### src/hdl/brti_pkg.sv
`timescale 1ns / 1ps

package brti_pkg;

   localparam int IDX_BITS      = 10;
   localparam int FRAC_MAX_BITS = 16;
   localparam int CMDQ_DEPTH    = 4;
   localparam int CMDQ_PTR_BITS = 2;
   localparam int OUTQ_DEPTH    = 8;
   localparam int OUTQ_PTR_BITS = 3;
   localparam int LEVEL_BITS    = 4;

   typedef enum logic {
      OP_WRITE  = 1'b0,
      OP_LOOKUP = 1'b1
   } op_type;

   typedef struct packed {
      op_type      op;
      logic [6:0]  row_index;
      logic [7:0]  col_index;
      logic [15:0] red_in;
      logic [15:0] green_in;
      logic [15:0] blue_in;
      logic [14:0] incident_angle;
      logic [15:0] outgoing_angle;
   } req_type;

   typedef struct packed {
      logic [15:0] red_out;
      logic [15:0] green_out;
      logic [15:0] blue_out;
   } rsp_type;

   // classified word handed from front to back
   typedef struct packed {
      logic                     is_lookup;
      logic                     write_en;
      logic [IDX_BITS-1:0]      row0;
      logic [IDX_BITS-1:0]      row1;
      logic [IDX_BITS-1:0]      col0;
      logic [IDX_BITS-1:0]      col1;
      logic [FRAC_MAX_BITS-1:0] row_frac;
      logic [FRAC_MAX_BITS-1:0] col_frac;
      logic [15:0]              red;
      logic [15:0]              green;
      logic [15:0]              blue;
   } cmd_type;

endpackage

### src/hdl/brti_outq.sv
`timescale 1ns / 1ps

module brti_outq (
   input  logic                            clock,
   input  logic                            reset,
   input  logic                            push,
   input  brti_pkg::rsp_type               push_word,
   output logic [brti_pkg::LEVEL_BITS-1:0] level,
   output logic                            empty,
   input  logic                            pop,
   output brti_pkg::rsp_type               rsp_word
);
   import brti_pkg::*;

   rsp_type                  store [OUTQ_DEPTH];
   logic [OUTQ_PTR_BITS-1:0] wr_ptr_ff, wr_ptr_in, rd_ptr_ff, rd_ptr_in;
   logic [LEVEL_BITS-1:0]    count_ff, count_in;
   logic                     take;

   assign empty    = (count_ff == '0);
   assign take     = pop && !empty;
   assign level    = count_ff;
   assign rsp_word = store[rd_ptr_ff];

   always_comb begin
      wr_ptr_in = wr_ptr_ff + OUTQ_PTR_BITS'(push);
      rd_ptr_in = rd_ptr_ff + OUTQ_PTR_BITS'(take);
      count_in  = count_ff + LEVEL_BITS'(push) - LEVEL_BITS'(take);
   end

   always_ff @(posedge clock) begin
      if (reset) begin
         wr_ptr_ff <= '0;
         rd_ptr_ff <= '0;
         count_ff  <= '0;
      end else begin
         wr_ptr_ff <= wr_ptr_in;
         rd_ptr_ff <= rd_ptr_in;
         count_ff  <= count_in;
      end
   end

   // the back end only issues a lookup when space is reserved here
   always_ff @(posedge clock) begin
      if (push) begin
         store[wr_ptr_ff] <= push_word;
      end
   end

endmodule

### config.mk
export PLATFORM = sky130hd
export DESIGN_NAME = brti_outq
export DESIGN_NICKNAME = d
export VERILOG_FILES = /design/src/hdl/brti_pkg.sv /design/src/hdl/brti_outq.sv
export SDC_FILE = /design/constraint.sdc
export NUM_CORES = 1
export LEC_CHECK = 0
export ABC_AREA = 1
export BUFFER_PORTS_ARGS = -buffer_cell sky130_fd_sc_hd__buf_2
export CAP_MARGIN = 20
export CORE_ASPECT_RATIO = 1.4
export CORE_MARGIN = 3
export CORE_UTILIZATION = 40
export DETAILED_ROUTE_END_ITERATION = 8
export GPL_TIMING_DRIVEN = 0
export SKIP_LAST_GASP = 1
export SLEW_MARGIN = 25
export SYNTH_ARGS = -nofsm -noshare
export SYNTH_HDL_FRONTEND = slang
export SYNTH_SLANG_ARGS = --single-unit
### constraint.sdc
create_clock -name clock -period 3.8 [get_ports clock]
set_clock_uncertainty 0.05 [all_clocks]
set_input_delay 0.95 -clock clock [delete_from_list [all_inputs] [get_ports clock]]
set_output_delay 0.95 -clock clock [all_outputs]
set_load 0.01 [all_outputs]
; ---- Yosys cells after proc, flatten, opt, wreduce, memory -nomap -nowiden
; Memory sizes are Yosys's and may differ from the RTL's. A register that Yosys moved wholly into a read port is not among the register bits.
; Index checks and enable logic that the tools add are counted.
[totals]
out_inout_bits = 53
regBits = 10
mem_bits_rw = 384
n_memories = 1
input_bits = 52
[op_classes]
n_addsub = 4
n_mux = 3
reduce_logical = 3
[mem_list]
columns = memory, depth, word_bits, read_ports, rd_ports_with_merged_regs, wr, line_no
row1 = store, 8, 48, 1, 1, 1, brti_outq.sv:15  ; rsp_type store [OUTQ_DEPTH];
[ops]
columns = operator, count
row1 = adder 3 x 1 -> 3 bit, 2
row2 = adder 4 x 1 -> 4 bit, 1
row3 = logical NOT 4 bit, 1
row4 = subtractor 4 x 1 -> 4 bit, 1
row5 = two-way mux 3 bit, 1
row6 = two-way mux 1 bit, 2
row7 = logical AND 1 bit, 1
row8 = logical NOT 1 bit, 1

; ---- Longest topological paths before layout
[depth]
ltp_word = 5
ltp_mapped = 13
ltp_nobuf = 13

; ---- Worst setup path before layout
; OpenSTA, ideal clock, no wires.
[synth_timing]
kind = input port to flip-flop
start = in push
end = mem store[1][0] in the netlist's numbering (enable)
n_path_buf = 0
t_arrival_ps = 3076
path_slack_ps = 220
path_stages = 2
path_cell_list = nand2_1 -> nor2_1
[synth_via]
elab_chain_len = 2
[synth_lines]
columns = element, line_no
row1 = "start, declared", brti_outq.sv:6  ; input logic push,
row2 = two-way mux 1 bit, brti_outq.sv:45  ; if (push) begin
row3 = two-way mux 1 bit (not written as such), brti_outq.sv:46  ; store[wr_ptr_ff] <= push_word;
row4 = "end, declared", brti_outq.sv:15
; No other way between the ends.

==> metrics.csv <==
metric,value,unit
status,"complete, no violations",
p_int,7.88,mW
routed_wl,42200,µm
grt_overflow,0,
syn_area_per_cell,9.90,µm²
powerDensity,579,nW/µm²
setup_slack,0.433,ns
synthArstFlopShare,0,
maxCapViolCount,0,
hold_class,flip-flop to flip-flop,
numPortBuffers,103,
critPathMaxStageDelay,0.38,ns
die_y,251,µm
p_clk_frac,0.302,
yosysTopAreaCellShare,0.670,
via_count,11700,
path_clk_slew,0.06,ns
place_ws,0.910,ns
crit_fanout,10,
switching_share,0.322,
yosysTopAreaCell,edfxtp_1,
drc,0,
switchingPower,3.74,mW
period_share,0.886,
whs,0.532,ns
combPwrFrac,0.272,
nets,1962,
synthTopCellsByCount,"nand2_1, inv_1, edfxtp_1",
dr.pass1.iters,5,
worst-setup-path-type,flip-flop to output pin,
core,42300,µm²
yosysWarnings,0,
grt_pass1_wl,64300,µm
cts_root_buffer,clkbuf_16,
setup_viol,0,
vdd.ir_drop.worst,0.401,mV
synthFlopType,edfxtp_1,
drive_gt1_frac,0.122,
crit_path_end_kind,output pin,
crit_top_cell,buf_2,
maxSlewViolCount,0,
die_x,181,µm
ys_ff_latch,394,
ios,105,
syn-cell-area,17200,µm²
ctsHoldBuffers,0,
place.gp.congestion,0.764,
worst_pin_slew,0.706,ns
rrSetupSlack,1.49,ns
clock-sinks,394,
antenna_found_initial,5,
drtIter0Drc,878,
critPathLaunchType,flip-flop,
initial_core_util,0.407,
worst-path-buf-inv,4,
ys_types,17,
post-dp-hpwl,28300,µm
ys_seq_area_frac,0.682,
path_cells,"buf_2, buf_2, buf_2, nand3_1, nand2_1, nand2_1, nand2_1, buf_2",
cts_max_level,2,
grt_max_degree,21,
synth_top_cells_by_area,"edfxtp_1, nand2_1, inv_1, nand3_1, buf_2",
synthCells,1737,
postRouteAntennaNets,0,
clkLatencyLatePin,0.52,ns
antenna_cells,0,
final.fill_count,3865,
rsz0062_at_grt,no,
synth_edf_count,384,
post_cts_buffers,0,
grt_use_total,0.183,
syn2layout_area_growth,16.7,%
cts.path.max_buffers,3,
num_rows,89,
ctsResizeCount,0,
cts_made_buffers,39,
synth_most_common_cell,nand2_1,
arrival,2.37,ns
slowest_stage,buf_2,
maxSlewHeadroom,0.528,
p_seq_frac,0.426,
grt_pass1_vias,11700,
leakagePower,9.22,nW
post_drt_wl_per_cell,17.1,µm
hold_viol_final,0,
vias_per_cell,4.73,
cts_tree,done,
cp_top_family,buffers and inverters,
finalWorstPathRequiredPeriod,3.37,ns
worstPathRequired,2.80,ns
dieArea,45600,µm²
syn-num-nets,1799,
fmaxAchievable,297,MHz
## path summary, 6_finish.rpt
path                             end                    start  cells after the start
max reg2reg      level[2]$_SDFF_PP0_      level[2]$_SDFF_PP0_                     12
max                     rsp_word[14]  rd_ptr_ff[1]$_SDFF_PP0_                      8
min          rd_ptr_ff[1]$_SDFF_PP0_  rd_ptr_ff[1]$_SDFF_PP0_                      3
min reg2reg  rd_ptr_ff[1]$_SDFF_PP0_  rd_ptr_ff[1]$_SDFF_PP0_                      3
## power groups by stage
stage	Clock, mW	Sequential (mW)	Combinational (mW)
3_3_place_gp	0	5.05	3.11
5_1_grt	3.74	4.95	3.56
4_1_cts	3.59	4.95	3.21
2_1_floorplan	0	5.05	1.94
3_5_place_dp	0	5.04	3.20
6_report	3.51	4.95	3.16
## flip-flops by register name (all words and copies together), names as in the netlist
name and count:
store 384, level 4, rd_ptr_ff 3, wr_ptr_ff 3
## final cells by class
class | count | area (µm²) | area share
Timing Repair Buffer | 122 | 993 | 0.0495
Tap cell | 546 | 683 | 0.0340
Clock inverter | 10 | 43.8 | 0.00218
Inverter | 405 | 1520 | 0.0757
Buffer | 75 | 355 | 0.0177
Sequential cell | 394 | 11700 | 0.585
Multi-Input combinational cell | 863 | 3650 | 0.182
Clock buffer | 55 | 1090 | 0.0542
## cell usage in the layout (no fill, tap or decap), types with 2 or more instances in the layout
master,n
buf_1,2
buf_2,159
nand3_1,193
clkinv_1,7
nor2_4,8
clkbuf_1,29
buf_16,13
ha_1,9
edfxtp_1,384
clkinv_2,2
buf_12,6
nand2_1,634
inv_1,403
inv_2,2
xnor2_1,2
clkbuf_16,41
dfxtp_1,10
nor2_1,13
## metal layers
metal	wire (µm)	vias to the layer above	track usage
met5	51	-	0
met4	1530	10	0.0686
met3	2010	109	0.0303
met2	22500	316	0.349
met1	16100	5544	0.203
li1	-	5702	-
## worst min-delay path: cells and delay by family (launching register included)
| family | cells | cell delay (ns) |
|---|---|---|
| flip-flops | 1 | 0.32 |
| buffers and inverters | 1 | 0.03 |
| adder cells (fa/ha/maj) | 1 | 0.13 |
| AND/OR/NAND/NOR | 1 | 0.06 |
## per-stage QoR
stage | cells | setup TNS (ns) | instance area (µm²) | power, mW | util
finish | 2470 | 0 | 20100 | 11.6 | 0.474
CTS | 2470 | 0 | 20100 | 11.7 | 0.474
floorplan | 1737 | 0 | 17200 | 6.99 | -
detailed placement | 2405 | 0 | 18900 | 8.24 | 0.448
global route | 2470 | 0 | 20100 | 12.3 | 0.474
global placement | 2386 | -769.99 | 18400 | 8.16 | 0.435
## kinds of logic (layout without fill, tap and decap cells)
logic type / after synthesis / after routing / share of synthesized area
buf+inv: 480 / 667 / 0.109
flops: 394 / 394 / 0.682
xor+xnor: 3 / 3 / 0.00153
compound gates: 1 / 1 / 0.000291
simple gates: 849 / 849 / 0.199
fa+ha+maj: 10 / 10 / 0.00771
Note: power is estimated with default switching activity, not from simulation.
