## config.mk

```make
export PLATFORM = sky130hd
export DESIGN_NAME = brti_front
export DESIGN_NICKNAME = d
export VERILOG_FILES = /design/src/hdl/brti_pkg.sv /design/src/hdl/brti_front.sv
export SDC_FILE = /design/constraint.sdc
export NUM_CORES = 1
export LEC_CHECK = 0
export BUFFER_PORTS_ARGS = -buffer_cell sky130_fd_sc_hd__buf_2
export CORE_MARGIN = 2
export CORE_UTILIZATION = 25
export DETAILED_ROUTE_END_ITERATION = 6
export SYNTH_ARGS = -nofsm -noshare
export SYNTH_HDL_FRONTEND = slang
export SYNTH_SLANG_ARGS = --single-unit
```

## constraint.sdc

```tcl
create_clock -name clock -period 18.7 [get_ports clock]
set_clock_uncertainty 0.15 [all_clocks]
set_input_delay 0.935 -clock clock [delete_from_list [all_inputs] [get_ports clock]]
set_output_delay 0.935 -clock clock [all_outputs]
set_load 0.02 [all_outputs]
```

## src/hdl/brti_pkg.sv

```systemverilog
`timescale 1ns / 1ps

package brti_pkg;

   localparam int IDX_BITS      = 10;
   localparam int FRAC_MAX_BITS = 16;
   localparam int CMDQ_DEPTH    = 4;
   localparam int CMDQ_PTR_BITS = 2;
   localparam int OUTQ_DEPTH    = 8;
   localparam int OUTQ_PTR_BITS = 3;
   localparam int LEVEL_BITS    = 4;

   typedef enum logic {
      OP_WRITE  = 1'b0,
      OP_LOOKUP = 1'b1
   } op_type;

   typedef struct packed {
      op_type      op;
      logic [6:0]  row_index;
      logic [7:0]  col_index;
      logic [15:0] red_in;
      logic [15:0] green_in;
      logic [15:0] blue_in;
      logic [14:0] incident_angle;
      logic [15:0] outgoing_angle;
   } req_type;

   typedef struct packed {
      logic [15:0] red_out;
      logic [15:0] green_out;
      logic [15:0] blue_out;
   } rsp_type;

   // classified word handed from front to back
   typedef struct packed {
      logic                     is_lookup;
      logic                     write_en;
      logic [IDX_BITS-1:0]      row0;
      logic [IDX_BITS-1:0]      row1;
      logic [IDX_BITS-1:0]      col0;
      logic [IDX_BITS-1:0]      col1;
      logic [FRAC_MAX_BITS-1:0] row_frac;
      logic [FRAC_MAX_BITS-1:0] col_frac;
      logic [15:0]              red;
      logic [15:0]              green;
      logic [15:0]              blue;
   } cmd_type;

endpackage

```

## src/hdl/brti_front.sv

```systemverilog
`timescale 1ns / 1ps

module brti_front #(
   parameter int ROWS      = 91,
   parameter int COLS      = 181,
   parameter int FRAC_BITS = 8
) (
   input  logic              clock,
   input  logic              reset,
   input  logic              push,
   output logic              full,
   input  brti_pkg::req_type req_word,
   output logic              cmd_valid,
   output brti_pkg::cmd_type cmd_word,
   input  logic              cmd_pop
);
   import brti_pkg::*;

   localparam logic [31:0] ROW_LAST = 32'(ROWS - 1);
   localparam logic [31:0] COL_LAST = 32'(COLS - 1);
   localparam logic [31:0] FRAC_MASK = (32'(1) << FRAC_BITS) - 32'(1);

   logic [31:0] row_ext, row_ip, row_fp, row_hi;
   logic [31:0] col_ext, col_ip, col_fp, col_hi;
   cmd_type     cmd_in;

   cmd_type                cmdq [CMDQ_DEPTH];
   logic [CMDQ_PTR_BITS-1:0] wr_ptr_ff, wr_ptr_in, rd_ptr_ff, rd_ptr_in;
   logic [CMDQ_PTR_BITS:0]   count_ff, count_in;
   logic                     accept;

   always_comb begin
      row_ext = 32'(req_word.incident_angle);
      row_ip  = row_ext >> FRAC_BITS;
      row_fp  = row_ext & FRAC_MASK;
      // past the last row: clamp and drop the fraction
      if (row_ip > ROW_LAST) begin
         row_ip = ROW_LAST;
         row_fp = '0;
      end
      row_hi = (row_ip + 32'(1) > ROW_LAST) ? ROW_LAST : row_ip + 32'(1);

      col_ext = 32'(req_word.outgoing_angle);
      col_ip  = col_ext >> FRAC_BITS;
      col_fp  = col_ext & FRAC_MASK;
      if (col_ip > COL_LAST) begin
         col_ip = COL_LAST;
         col_fp = '0;
      end
      col_hi = (col_ip + 32'(1) > COL_LAST) ? COL_LAST : col_ip + 32'(1);

      cmd_in.is_lookup = (req_word.op == OP_LOOKUP);
      cmd_in.row_frac  = FRAC_MAX_BITS'(row_fp);
      cmd_in.col_frac  = FRAC_MAX_BITS'(col_fp);
      cmd_in.red       = req_word.red_in;
      cmd_in.green     = req_word.green_in;
      cmd_in.blue      = req_word.blue_in;
      if (cmd_in.is_lookup) begin
         cmd_in.write_en = 1'b0;
         cmd_in.row0     = IDX_BITS'(row_ip);
         cmd_in.row1     = IDX_BITS'(row_hi);
         cmd_in.col0     = IDX_BITS'(col_ip);
         cmd_in.col1     = IDX_BITS'(col_hi);
      end else begin
         // out-of-range writes are dropped
         cmd_in.write_en = (32'(req_word.row_index) <= ROW_LAST) &&
                           (32'(req_word.col_index) <= COL_LAST);
         cmd_in.row0     = IDX_BITS'(req_word.row_index);
         cmd_in.row1     = IDX_BITS'(req_word.row_index);
         cmd_in.col0     = IDX_BITS'(req_word.col_index);
         cmd_in.col1     = IDX_BITS'(req_word.col_index);
      end
   end

   assign full      = (count_ff == (CMDQ_PTR_BITS + 1)'(CMDQ_DEPTH));
   assign accept    = push && !full;
   assign cmd_valid = (count_ff != '0);
   assign cmd_word  = cmdq[rd_ptr_ff];

   always_comb begin
      wr_ptr_in = wr_ptr_ff + CMDQ_PTR_BITS'(accept);
      rd_ptr_in = rd_ptr_ff + CMDQ_PTR_BITS'(cmd_pop);
      count_in  = count_ff + (CMDQ_PTR_BITS + 1)'(accept) - (CMDQ_PTR_BITS + 1)'(cmd_pop);
   end

   always_ff @(posedge clock) begin
      if (reset) begin
         wr_ptr_ff <= '0;
         rd_ptr_ff <= '0;
         count_ff  <= '0;
      end else begin
         wr_ptr_ff <= wr_ptr_in;
         rd_ptr_ff <= rd_ptr_in;
         count_ff  <= count_in;
      end
   end

   always_ff @(posedge clock) begin
      if (accept) begin
         cmdq[wr_ptr_ff] <= cmd_in;
      end
   end

endmodule

```

; Yosys cells after proc, flatten, opt, wreduce, memory -nomap -nowiden
; Memory sizes are Yosys's and may differ from the RTL's. A register that Yosys moved wholly into a read port is not among the register bits.
; Cells that the tools add are included.
[totals]
wordCells = 31
out_inout_bits = 124
n_memories = 1
in_bits = 99
ramBits = 424
register_bits = 7
[op_classes]
n_mux = 10
order_cmp = 6
n_eq_ne = 1
reduce_logical = 4
addsub = 6
[memory_table]
columns = name, words, word_bits, read_ports, rd_clocked_by_memory_dff, wr, line
row1 = cmdq, 4, 106, 1, 1, 1, brti_front.sv:27  ; cmd_type cmdq [CMDQ_DEPTH];
[ops]
columns = cell, count
row1 = 41-bit two-way mux, 1
row2 = "32-bit by 7-bit > comparator with 1-bit output, second input constant", 1
row3 = "32-bit by 8-bit > comparator with 1-bit output, second input constant", 1
row4 = 8-bit two-way mux, 4
row5 = "8-bit by 1-bit adder with 9-bit output, second input constant", 1
row6 = 9-bit two-way mux, 1
row7 = "7-bit by 1-bit adder with 8-bit output, second input constant", 1
row8 = "8-bit > comparator, second input constant", 1
row9 = "8-bit <= comparator, second input constant", 1
row10 = "7-bit > comparator, second input constant", 1
row11 = "7-bit <= comparator, second input constant", 1
row12 = 7-bit two-way mux, 1
row13 = 2-bit by 1-bit adder with 2-bit output, 2
row14 = 3-bit by 1-bit adder with 3-bit output, 1
row15 = "3-bit == test, second input constant", 1
row16 = 3-bit nonzero test, 1
row17 = 3-bit by 1-bit subtractor with 3-bit output, 1
row18 = 1-bit logical AND, 2
row19 = 1-bit two-way mux, 2
row20 = 2-bit two-way mux, 1
row21 = 1-bit zero test, 1

; Longest topological paths before layout
[depth]
ltp_word = 6
mapped_depth = 11
ltp_nobuf = 10

; Worst setup path after synthesis
; No wires, ideal clock.
[synth_timing]
kind = input -> register
start = in push
end = mem cmdq[1][0] (netlist bit) (enable)
cell_stages = 2
n_path_buf = 0
setup_ps = 695
t_arrival_ps = 8182
path_slack_ps = 9673
required_ps = 17855
path_cell_list = nand2b_1 > nor3b_1
[synth_via]
elab_chain_len = 3
[synth_lines]
columns = element, line
row1 = start: declaration, brti_front.sv:10  ; input logic push,
row2 = 1-bit logical AND, brti_front.sv:76  ; assign accept = push && !full;
row3 = 1-bit two-way mux, brti_front.sv:99  ; if (accept) begin
row4 = 1-bit two-way mux (implied by the code), brti_front.sv:100  ; cmdq[wr_ptr_ff] <= cmd_in;
row5 = end: declaration, brti_front.sv:27
; No other way between the ends.

==> metrics list <==
* Max-Slew Margin vs Limit: 0.355
- Maximum fanout count along the critical path: 52
- For this configuration, the core starts out at a cell density of 0.253.
- Total power: 2.38 mW
* DRC viols: 0
- Number of enable-type register cells in the synthesized netlist: 392
- The number of gates resized after CTS was 0.
* Cell leakage power: 6.39 nW
- The number of hold violations in the final report is 0.
* Number of distinct standard cells referenced by the synthesized netlist: 53
- The die covers 0.0643 mm².
- The total overflow left after global routing is 0.
- The worst setup path is launched from a flip-flop.
* Critical Path Sink Type: output pin
- The floorplan step set the die width to 254 µm.
* Final Hold Slack: 0.439 ns
- Hold repair after CTS inserted 0 buffers.
- Ranked by total cell area, the synthesized netlist is headed by edfxtp_1 76%, mux4_2 14%, buf_4 1.2%.
* Number of antenna violations at the first check in global routing: 5
* Longest individual stage delay on the worst path: 0.86 ns
- A synthesized cell averages 21.2 µm².
* Fin util: 0.309
* Wire length per cell after detailed routing: 18.8 µm
- In the final layout, the share of cells above drive strength 1 is 0.385.
- Max Cap Viol: 0
- Entering global routing, the biggest net connects 53 pins.
- The floorplan has 91 rows.
- Total I/O pin count: 223
* Clock sink total: 399
* Arrival time of the worst setup path: 2.86 ns
- Post-CTS setup buffer count: 0
- Clock-pin transition on the worst setup and hold timing paths: 0.06 ns
* CTS tree: yes
* Critical path start-end classification: flip-flop to output pin
- P&R area growth vs syn: 22.2%
- Setup repair after global routing left no endpoint under its margin.
- Dividing the final minimum period by the clock period gives 0.211.
- Clock root cell: clkbuf_16
* Post-Route Setup TNS: 0 ns
* Core box area: 0.0616 mm²
- Count of state elements after synthesis: 399
* Iteration-0 DRC Markers: 488
- Final Setup Violations: 0
* Number of cell instances on the worst register-to-register path: 7
* Hold Path Stages: 1
* Cell-by-cell trace of the critical path: buf_4 -> mux4_2 -> buf_2
- For the finished layout, the period the worst path requires is 3.95 ns.
- Top cells by count, synth: 392 x edfxtp_1, 98 x mux4_2, 24 x buf_4
* Number of optimization iterations in the first detailed-route pass: 5
- For the pin with the worst max-slew slack, the measured transition is 0.967 ns.
- Fin. max-slew vios: 0
* CP max stage cell: dfxtp_4
- Class of the tightest hold or removal check: primary input to flip-flop
- Sequential-to-total area share from yosys stat: 0.765
- Number of synthesis warnings: 0
- Summed over all nets, the half-perimeter wirelength after detailed placement is 20900 µm.
* Highest achievable clock rate: 253 MHz
- The H-tree was split into 2 levels.
* Clock buffer depth: 3
* Total GRT Usage: 0.107
- For this run, asynchronously set or reset flops after synthesis account for 0.
- Vias in the first global route: 8184
- Using the TritonRoute via totals, the vias-per-cell ratio works out to 4.24.
- Most instantiated flip-flop cell in the synthesis netlist: edfxtp_1
* Run status: completed
- The count of nets left with antenna violations once routing finished came out at 0.
* Routed wire length: 34600 µm
* Area share of the largest cell type after synthesis: 0.756
* Net count, final: 1074
* Post-route design area: 0.0190 mm²
- For this design the ratio of total power to cell area is 125 mW/mm².
- Among all cell types in the netlist, the one instantiated most often is edfxtp_1.
- Buffers inserted during clock tree synthesis total 46.
- Count of buffers inserted at the top-level ports: 198
- Syn Std Cell Area: 0.0156 mm²
- Data required, critical path: 17.62 ns
- Summing all placed instances gives a cell area of 0.0175 mm².
* Post-synthesis cell type with the largest combined area: edfxtp_1
- Insertion delay to the later sink of the worst-skew pair: 0.54 ns
- The floorplan step set the die height to 254 µm.
- Summing over every cut layer, the via total after detailed routing is 7791.
* Worst vdd ir: 0.0000657 V
- Routability-driven placement finished with a final weighted congestion of 0.805.
- The first global-routing pass estimated 51400 µm of wire.
* Cells after Synth: 735
[logic make-up after synthesis]
family          after synthesis  share of synthesized area
other cells                   1                   0.000241
fa+ha+maj                     8                    0.00691
flops                       399                      0.765
xor+xnor                      9                    0.00506
mux                         103                      0.145
simple gates                 90                     0.0309
compound gates               54                     0.0224
buf+inv                      71                     0.0246
[registers in the layout (all words and copies together), names as in the netlist]
signal,cells
cmdq,392
count_ff,3
wr_ptr_ff,2
rd_ptr_ff,2
[layer usage]
metal,routed length [µm],vias up,global-route usage
met5,40,-,0
met4,767,6,0.0351
met3,2680,64,0.0292
met2,16700,253,0.177
met1,14400,4033,0.136
li1,-,3435,-
[final cells by class]
| cell class | instances | area, µm² |
|---|---|---|
| Antenna cell | 1 | 2.50 |
| Clock buffer | 54 | 1200 |
| Clock inverter | 28 | 318 |
| Fill cell | 5972 | 42600 |
| Inverter | 15 | 56.3 |
| Multi-Input combinational cell | 296 | 3420 |
| Sequential cell | 399 | 11900 |
| Tap cell | 837 | 1050 |
| Timing Repair Buffer | 209 | 1070 |
[power breakdown]
| group | internal [mW] | switching [mW] | total [mW] | leakage [nW] |
|---|---|---|---|---|
| combinational | 0.130 | 0.231 | 0.362 | 2.00 |
| clock | 0.554 | 0.346 | 0.900 | 0.737 |
| sequential | 1.09 | 0.0260 | 1.12 | 3.66 |
[through the flow]
| stage | instances | worst slack (ns) |
|---|---|---|
| floorplan | 766 | 9.67 |
| global placement | 1756 | 14.68 |
| detailed placement | 1756 | 14.48 |
| CTS | 1838 | 14.60 |
| global route | 1838 | 14.56 |
| finish | 1839 | 14.75 |
[worst max-delay path: cells and delay by family, from the launching register on]
family,cells,cell delay (ns)
buf+inv,2,0.96
mux,1,0.44
flops,1,0.86
[worst paths after layout]
kind,from,end,slack (ns)
setup / recovery,rd_ptr_ff[1],cmd_word[28],14.75
hold / removal,req_word[46],cmdq[3][15],0.44
hold reg to reg,count_ff[1],count_ff[2],0.45
setup reg to reg,count_ff[1],cmdq[2][5],15.61
[placed cells by master (no fill, tap or decap), drive strengths merged, types with 4 or more instances in the layout]
master,count
buf,209
xnor2,6
dfxtp,7
clkinv,16
conb,32
o21ai,11
nand2,17
ha,7
a31oi,4
nor2b,9
inv,18
nor2,22
bufinv,7
and2,14
mux4,98
and2b,6
clkbuf,54
edfxtp,392
a21oi,19
No activity file was read; power rests on OpenSTA's default activity.
